File: src/rtl/itrt_pkg.sv
// ----------------------------------------------------------------------------
// itrt_pkg: shared types and constants for the integer to radix text block
// Holds the sequencer state encoding, register indexes, character codes and
// the reciprocal table used by the digit extraction unit.
// ----------------------------------------------------------------------------
package itrt_pkg;

  // Configuration register indexes
  localparam logic [1:0] REG_DIGIT_COUNT = 2'd0;
  localparam logic [1:0] REG_DIGITS_LOW  = 2'd1;
  localparam logic [1:0] REG_DIGITS_HIGH = 2'd2;

  // Character codes used by the alphabet check and the sign beat
  localparam logic [7:0] CHAR_PLUS  = 8'h2B;
  localparam logic [7:0] CHAR_MINUS = 8'h2D;
  localparam logic [7:0] CHAR_SPACE = 8'd32;
  localparam logic [7:0] CHAR_DEL   = 8'd127;

  // Smallest usable radix, alphabet slots held in the two registers
  localparam logic [4:0] MIN_RADIX   = 5'd2;
  localparam int         ALPHA_SLOTS = 16;
  localparam int         SLOT_W      = 4;

  // Sequencer states
  typedef enum logic [6:0] {
    ST_IDLE    = 7'b0000001,
    ST_INVALID = 7'b0000010,
    ST_MUL     = 7'b0000100,
    ST_FIX     = 7'b0001000,
    ST_SIGN    = 7'b0010000,
    ST_RD      = 7'b0100000,
    ST_EMIT    = 7'b1000000
  } state_e;

  // floor(2^32 / radix); the quotient estimate from it is low by at most one
  function automatic logic [31:0] recip_of(input logic [4:0] radix);
    logic [31:0] r;
    case (radix)
      5'd2:    r = 32'h8000_0000;
      5'd3:    r = 32'h5555_5555;
      5'd4:    r = 32'h4000_0000;
      5'd5:    r = 32'h3333_3333;
      5'd6:    r = 32'h2AAA_AAAA;
      5'd7:    r = 32'h2492_4924;
      5'd8:    r = 32'h2000_0000;
      5'd9:    r = 32'h1C71_C71C;
      5'd10:   r = 32'h1999_9999;
      5'd11:   r = 32'h1745_D174;
      5'd12:   r = 32'h1555_5555;
      5'd13:   r = 32'h13B1_3B13;
      5'd14:   r = 32'h1249_2492;
      5'd15:   r = 32'h1111_1111;
      5'd16:   r = 32'h1000_0000;
      default: r = 32'h0000_0000;
    endcase
    return r;
  endfunction

endpackage

File: src/rtl/int_to_radix_text.sv
// ----------------------------------------------------------------------------
// int_to_radix_text: signed 32-bit integer to text in a configurable radix
// Converts one value into a minus sign (if negative) and its digit
// characters, most significant first, using a configured digit alphabet.
// ----------------------------------------------------------------------------
// Usage
//   Configuration: write digit_count (index 0), digits_low (1) and
//   digits_high (2) over the cfg channel while the block is idle; cfg_ready_o
//   is always high. Byte k of the alphabet is the character for digit k.
//   Input: one value beat is taken when in_valid_i is high and in_stall_o is
//   low. in_stall_o stays high until the last result beat of the item has
//   been loaded into the output register.
//   Output: one beat per character, last_o on the final one. A rejected
//   alphabet gives a single beat with base_invalid_o set, character 0.
// Timing
//   Digits come from one shared reciprocal multiplier: a multiply step, then
//   a remainder correction step per digit, D digits with D <= DIGIT_DEPTH.
//   A negative value adds a step for the sign beat, and the stack read
//   adds a step before the first digit, after which digits stream one per
//   cycle while the output does not stall. The next value is taken in the
//   idle state. A rejected alphabet passes through the invalid state alone.
//   An output stall holds the current beat and stops the sequencer at each
//   beat it loads.
// Reset clears the configuration registers, sequencer and output valid.
// ----------------------------------------------------------------------------
module int_to_radix_text
  import itrt_pkg::*;
#(
  parameter int MAX_RADIX   = 16,
  parameter int DIGIT_DEPTH = 32
) (
  input  logic               clk_i,
  input  logic               rst_ni,
  // configuration write channel
  input  logic               cfg_valid_i,
  output logic               cfg_ready_o,
  input  logic [1:0]         cfg_index_i,
  input  logic [63:0]        cfg_data_i,
  // input channel
  input  logic               in_valid_i,
  output logic               in_stall_o,
  input  logic signed [31:0] value_i,
  // output channel
  output logic               out_valid_o,
  input  logic               out_stall_i,
  output logic [7:0]         character_o,
  output logic               last_o,
  output logic               base_invalid_o
);

  localparam int DIGIT_W = (MAX_RADIX > 2) ? $clog2(MAX_RADIX) : 1;
  localparam int CW      = $clog2(DIGIT_DEPTH + 1);
  localparam int AW      = $clog2(DIGIT_DEPTH);

  // Configuration registers
  logic [4:0]  digit_count_q;
  logic [63:0] digits_low_q;
  logic [63:0] digits_high_q;

  // Sequencer and datapath registers
  state_e               state_q, state_d;
  logic                 neg_q, neg_d;
  logic [31:0]          rest_q, rest_d;
  logic [31:0]          recip_q, recip_d;
  logic [4:0]           radix_q, radix_d;
  logic [31:0]          q0_q, q0_d;
  logic [CW-1:0]        count_q, count_d;
  logic [DIGIT_W-1:0]   rd_data_q;

  // Output register
  logic                 out_valid_q, out_valid_d;
  logic [7:0]           out_char_q, out_char_d;
  logic                 out_last_q, out_last_d;
  logic                 out_bad_q, out_bad_d;

  // Digit stack
  logic [DIGIT_W-1:0]   stack_mem [DIGIT_DEPTH];
  logic                 st_wr;
  logic                 rd_en;
  logic [AW-1:0]        rd_addr;

  logic [127:0]         alphabet_w;
  logic                 alpha_bad;
  logic                 in_acc;
  logic                 out_free;
  logic [31:0]          raw_w;
  logic [31:0]          mag_w;
  logic [63:0]          prod_w;
  logic [36:0]          back_w;
  logic [31:0]          r_w;
  logic                 ge_w;
  logic [31:0]          r_fix_w;
  logic [DIGIT_W-1:0]   rem_w;
  logic [31:0]          quot_w;
  logic [CW-1:0]        cnt_p1;
  logic [CW-1:0]        cnt_m1;
  logic [CW-1:0]        cnt_m2;
  logic [SLOT_W-1:0]    slot_w;
  logic [7:0]           digit_char_w;

  assign cfg_ready_o = 1'b1;
  assign alphabet_w  = {digits_high_q, digits_low_q};

  // Configuration writes; unknown indexes are dropped
  always_ff @(posedge clk_i or negedge rst_ni) begin
    if (!rst_ni) begin
      digit_count_q <= '0;
      digits_low_q  <= '0;
      digits_high_q <= '0;
    end else if (cfg_valid_i && cfg_ready_o) begin
      case (cfg_index_i)
        REG_DIGIT_COUNT: digit_count_q <= cfg_data_i[4:0];
        REG_DIGITS_LOW:  digits_low_q  <= cfg_data_i;
        REG_DIGITS_HIGH: digits_high_q <= cfg_data_i;
        default:         ;
      endcase
    end
  end

  // Alphabet check: parallel compares over the sixteen slots
  always_comb begin
    logic [7:0] ci;
    alpha_bad = (digit_count_q < MIN_RADIX) || (digit_count_q > 5'(MAX_RADIX));
    for (int i = 0; i < ALPHA_SLOTS; i++) begin
      ci = alphabet_w[i*8 +: 8];
      if (5'(i) < digit_count_q) begin
        if (ci == CHAR_PLUS || ci == CHAR_MINUS || ci <= CHAR_SPACE ||
            ci == CHAR_DEL || ci[7]) begin
          alpha_bad = 1'b1;
        end
        for (int j = i + 1; j < ALPHA_SLOTS; j++) begin
          if (5'(j) < digit_count_q && alphabet_w[j*8 +: 8] == ci) begin
            alpha_bad = 1'b1;
          end
        end
      end
    end
  end

  // Handshakes
  assign in_stall_o = (state_q != ST_IDLE);
  assign in_acc     = in_valid_i && !in_stall_o;
  assign out_free   = !out_valid_q || !out_stall_i;

  // Sign and magnitude of the incoming value
  assign raw_w = unsigned'(value_i);
  assign mag_w = raw_w[31] ? (32'd0 - raw_w) : raw_w;

  // Shared divide unit: reciprocal multiply, then remainder and correction
  assign prod_w  = rest_q * recip_q;
  assign back_w  = q0_q * radix_q;
  assign r_w     = rest_q - back_w[31:0];
  assign ge_w    = (r_w >= 32'(radix_q));
  assign r_fix_w = ge_w ? (r_w - 32'(radix_q)) : r_w;
  assign rem_w   = r_fix_w[DIGIT_W-1:0];
  assign quot_w  = q0_q + 32'(ge_w);

  assign cnt_p1 = count_q + CW'(1);
  assign cnt_m1 = count_q - CW'(1);
  assign cnt_m2 = count_q - CW'(2);

  // Character lookup for the digit read back from the stack
  assign slot_w       = SLOT_W'(rd_data_q);
  assign digit_char_w = alphabet_w[slot_w*8 +: 8];

  // Sequencer
  always_comb begin
    state_d     = state_q;
    neg_d       = neg_q;
    rest_d      = rest_q;
    recip_d     = recip_q;
    radix_d     = radix_q;
    q0_d        = q0_q;
    count_d     = count_q;
    out_valid_d = out_valid_q && out_stall_i;
    out_char_d  = out_char_q;
    out_last_d  = out_last_q;
    out_bad_d   = out_bad_q;
    st_wr       = 1'b0;
    rd_en       = 1'b0;
    rd_addr     = cnt_m1[AW-1:0];

    case (state_q)
      ST_IDLE: begin
        if (in_acc) begin
          if (alpha_bad) begin
            state_d = ST_INVALID;
          end else begin
            neg_d   = raw_w[31];
            rest_d  = mag_w;
            radix_d = digit_count_q;
            recip_d = recip_of(digit_count_q);
            count_d = '0;
            state_d = ST_MUL;
          end
        end
      end
      ST_INVALID: begin
        if (out_free) begin
          out_valid_d = 1'b1;
          out_char_d  = '0;
          out_last_d  = 1'b1;
          out_bad_d   = 1'b1;
          state_d     = ST_IDLE;
        end
      end
      ST_MUL: begin
        q0_d    = prod_w[63:32];
        state_d = ST_FIX;
      end
      ST_FIX: begin
        // push the remainder, carry on with the quotient
        st_wr   = 1'b1;
        rest_d  = quot_w;
        count_d = cnt_p1;
        if (quot_w == '0 || cnt_p1 == CW'(DIGIT_DEPTH)) begin
          state_d = neg_q ? ST_SIGN : ST_RD;
        end else begin
          state_d = ST_MUL;
        end
      end
      ST_SIGN: begin
        if (out_free) begin
          out_valid_d = 1'b1;
          out_char_d  = CHAR_MINUS;
          out_last_d  = 1'b0;
          out_bad_d   = 1'b0;
          state_d     = ST_RD;
        end
      end
      ST_RD: begin
        rd_en   = 1'b1;
        rd_addr = cnt_m1[AW-1:0];
        state_d = ST_EMIT;
      end
      ST_EMIT: begin
        // one digit per cycle while the output is free, next stack entry prefetched
        if (out_free) begin
          out_valid_d = 1'b1;
          out_char_d  = digit_char_w;
          out_last_d  = (count_q == CW'(1));
          out_bad_d   = 1'b0;
          count_d     = cnt_m1;
          if (count_q == CW'(1)) begin
            state_d = ST_IDLE;
          end else begin
            rd_en   = 1'b1;
            rd_addr = cnt_m2[AW-1:0];
          end
        end
      end
      default: begin
        state_d = ST_IDLE;
      end
    endcase
  end

  // Control registers
  always_ff @(posedge clk_i or negedge rst_ni) begin
    if (!rst_ni) begin
      state_q     <= ST_IDLE;
      out_valid_q <= 1'b0;
      count_q     <= '0;
      neg_q       <= 1'b0;
    end else begin
      state_q     <= state_d;
      out_valid_q <= out_valid_d;
      count_q     <= count_d;
      neg_q       <= neg_d;
    end
  end

  // Payload registers
  always_ff @(posedge clk_i) begin
    rest_q     <= rest_d;
    recip_q    <= recip_d;
    radix_q    <= radix_d;
    q0_q       <= q0_d;
    out_char_q <= out_char_d;
    out_last_q <= out_last_d;
    out_bad_q  <= out_bad_d;
  end

  // Digit stack: one write port, one registered read port
  always_ff @(posedge clk_i) begin
    if (st_wr) begin
      stack_mem[count_q[AW-1:0]] <= rem_w;
    end
    if (rd_en) begin
      rd_data_q <= stack_mem[rd_addr];
    end
  end

  assign out_valid_o    = out_valid_q;
  assign character_o    = out_char_q;
  assign last_o         = out_last_q;
  assign base_invalid_o = out_bad_q;

  // Checks
  a_invalid_beat: assert property (@(posedge clk_i) disable iff (!rst_ni)
    out_valid_o && base_invalid_o |-> last_o && character_o == 8'd0)
    else $error("invalid-alphabet beat must be a lone zero beat");

  a_start_div: assert property (@(posedge clk_i) disable iff (!rst_ni)
    in_valid_i && !in_stall_o && !alpha_bad |=> state_q == ST_MUL)
    else $error("accepted value did not start digit extraction");

  a_rem_range: assert property (@(posedge clk_i) disable iff (!rst_ni)
    state_q == ST_FIX |-> r_fix_w < 32'(radix_q))
    else $error("remainder correction left a value at or above the radix");

  a_count_range: assert property (@(posedge clk_i) disable iff (!rst_ni)
    count_q <= CW'(DIGIT_DEPTH))
    else $error("digit count beyond stack depth");

  a_emit_nonempty: assert property (@(posedge clk_i) disable iff (!rst_ni)
    state_q == ST_EMIT || state_q == ST_RD |-> count_q != '0)
    else $error("emitting from an empty digit stack");

endmodule
File: config.mk
export PLATFORM = sky130hd
export DESIGN_NAME = int_to_radix_text
export DESIGN_NICKNAME = d
export VERILOG_FILES = /design/src/rtl/itrt_pkg.sv /design/src/rtl/int_to_radix_text.sv
export SDC_FILE = /design/constraint.sdc
export NUM_CORES = 2
export LEC_CHECK = 0
export BUFFER_PORTS_ARGS = -buffer_cell sky130_fd_sc_hd__buf_4
export CAP_MARGIN = 20
export CORE_ASPECT_RATIO = 1.4
export CORE_MARGIN = 3
export CORE_UTILIZATION = 34
export DETAILED_ROUTE_END_ITERATION = 16
export GPL_TIMING_DRIVEN = 0
export HOLD_SLACK_MARGIN = 0.03
export PLACE_DENSITY = 0.46
export SETUP_SLACK_MARGIN = 0.1
export SLEW_MARGIN = 20
export SYNTH_ARGS = -nofsm -noshare
export SYNTH_HDL_FRONTEND = slang
export SYNTH_SLANG_ARGS = --single-unit
File: constraint.sdc
create_clock -name clk_i -period 16.9 [get_ports clk_i]
set_input_delay 2.535 -clock clk_i [delete_from_list [all_inputs] [get_ports clk_i]]
set_output_delay 2.535 -clock clk_i [all_outputs]
set_load 0.02 [all_outputs]
==> run summary <==
Final Instance Count excl. Fillers: 9,696
Critical-path top delay cell: clkbuf_1
Synth cell types: 101
Vias: 53,079
Max_cap viols: 0
Top Metal Used: met5
Number of synthesized flops with an enable pin: 233
Drt total wl: 321 mm
Maximum fanout along the worst path: 10
Leak: 31.4 nW
Syn Inst Count: 6,860
DR WL/cell: 33.1 um
Post-DP HPWL: 258 mm
Vias in the first global route: 56,758
Placed instance count: 9,591
Ys flop type: edfxtp_1
Crit path DAT: 11.45 ns
Util after Layout: 37.4%
Final Hold Viols: 0
#FFs+latches synth: 381
YS warnings: 0
Initial antenna violation count: 29
Nets: 8,455
M1 wire length: 110 mm
RSZ-0062 raised after global routing: false
Rows: 191
Gr usage total: 31.6%
Delay of the slowest critical-path stage: 0.87 ns
Die Height: 529 um
Core region area: 0.194 mm2
Synth-to-layout area growth: 8.97%
Routability Congestion: 1.00
Final ANT Viol Nets: 0
Slew HR: 12.3%
Met2 WL: 155 mm
Worst hold slack: 0.553 ns
CTS Buffer Depth: 3
First-pass GRT wire length: 443 mm
Port bufs: 114
Total power: 0.00447 W
Starting density of the core: 34.3%
Fraction of the yosys area taken by sequential cells: 16.1%
Layout cells sized above 1: 10.5%
Global route overflow: 0
CTS sink count: 381
Residual DRC: 0
Mapped Nets: 8,283
Minimum clock period: 11.07 ns
Most frequent cells in the layout: inv_1 (1,134), fa_1 (1,007), xnor2_1 (770), nand2_1 (579), and2_1 (404)
CTS buffer count: 44
Critical path endpoint category: register
CTS tree: built
Max-slew violations: 0
Period Utilization, post-route: 65.5%
Setup TNS Final: 0 ns
Met3 routed WL: 18.7 mm
Resized cells post-CTS: 0
Async S/R FF share, synth: 38.8%
Critical Path RT: 17.29 ns
Clock Pin Slew Worst Setup and Hold Paths: 0.07 ns
Most common cell after layout, fill and taps aside: inv_1
Pwr/cell area: 61.7 mW/mm2
Mean Syn Cell Area: 9.69 um2
Root Buffer Master: clkbuf_16
1st-iter DRT viols: 4,326
I/O pin count: 116
Kind of critical path: reg -> reg
Clock Skew: 0.0713 ns
Type of the worst min-delay path: reg -> reg
1st-pass router iterations: 6
Final setup violating endpoints: 0
H-tree levels: 2
Peak Freq: 90.4 MHz
DIE AREA: 0.201 mm2
Die X: 380 um
Most Frequent Cell on Critical Path: fa_1
Tightest Pin Transition: 1.31 ns
Maximum vdd drop: 0.104 mV
Routed vias/inst: 5.47
Outcome: complete, no violations
Post-CTS setup buffers: 0
Clk_lat worst skew: 0.70 ns
CP Launch Type: register
Mapped Area: 0.0664 mm2
Largest net degree at the start of global routing: 68
Hold-fix buffers at CTS: 0
[area by class of cell]
type / instances / area (um2)
diodes: 24 / 60.1
plain buffers: 496 / 2260
clock buffers: 49 / 1140
clock inverters: 32 / 323
fillers: 19837 / 121000
inverters: 1135 / 4260
multi-input cells: 4848 / 49300
flip-flops and latches: 381 / 10700
well taps: 2605 / 3260
repair buffers: 126 / 1080
[Yosys cell counts, types with 42 or more instances]
cell	count	area [um2]
nand2_1	579	2170
a31oi_1	42	263
fa_1	1007	20200
nor2_1	135	507
clkbuf_1	211	792
nor4_1	97	607
inv_1	1134	4260
and2_1	404	2530
xor2_1	319	2790
a21o_1	44	330
mux4_2	72	1620
ha_1	313	3920
nor3_1	92	460
dfrtp_1	147	3680
o21ai_0	111	556
nand3_1	56	280
a21oi_1	99	495
nand4_1	197	1230
mux2_2	136	1530
edfxtp_1	233	7000
xnor2_1	770	6740
buf_2	235	1180
[kinds of logic (layout without fill, tap and decap cells)]
kind of cell             after synthesis  in the layout  synth area share (%)
AND/OR/NAND/NOR                     1716           1716                  13.4
buffers and inverters               1631           1838                  9.76
adder cells (fa/ha/maj)             1320           1320                  36.2
XOR/XNOR                            1089           1089                  14.4
AO/OA/AOI/OAI                        491            491                  5.02
flip-flops                           381            381                  16.1
multiplexers                         231            231                  5.10
other                                  1             25               0.00564
[through the flow]
stage	setup WS, ns	cell area, um2
after floorplan	9.10	66400
after global placement	5.66	70600
after detailed placement	6.01	70900
after CTS	5.98	72300
after global routing	5.50	72400
final	5.83	72400
[metal layers]
layer  track usage (%)  up-vias
met1              33.4    27285
met3              4.69     1101
met4              29.7        8
met5                 0        -
met2              54.2     2590
li1                  -    22095
[final timing paths]
check                            startpoint                 to  slack [ns]  cells past startpoint
worst max register to register  recip_q[18]           q0_q[30]        5.83                     28
min in group asynchronous            rst_ni   digits_high_q[1]        1.75                      1
worst min register to register        neg_q         state_q[4]        0.55                      2
worst max-delay path            recip_q[18]           q0_q[30]        5.83                     28
max in group asynchronous            rst_ni  digits_high_q[32]       14.10                      3
worst min-delay path                  neg_q         state_q[4]        0.55                      2
[flip-flops by register name, summed over array words and instances, names as in the netlist, 7 cells and up]
| name | flops |
|---|---|
| character_o | 8 |
| digits_high_q | 64 |
| digits_low_q | 64 |
| q0_q | 32 |
| recip_q | 22 |
| rest_q | 32 |
| stack_mem | 128 |
| state_q | 7 |
[worst max-delay path, delay by kind of cell, from the launching register on]
family,cells,cell delay [ns]
buf+inv,8,1.46
compound gates,7,2.31
flops,1,0.79
fa+ha+maj,9,4.70
simple gates,3,1.38
xor+xnor,1,0.14
[where the power goes]
part | leakage, nW | switching, W | internal [W]
Sequential | 3.85 | 0.0000498 | 0.00106
Combinational | 26.8 | 0.00152 | 0.000817
Clock | 0.709 | 0.000484 | 0.000530
(Power assumes the default switching activity.)
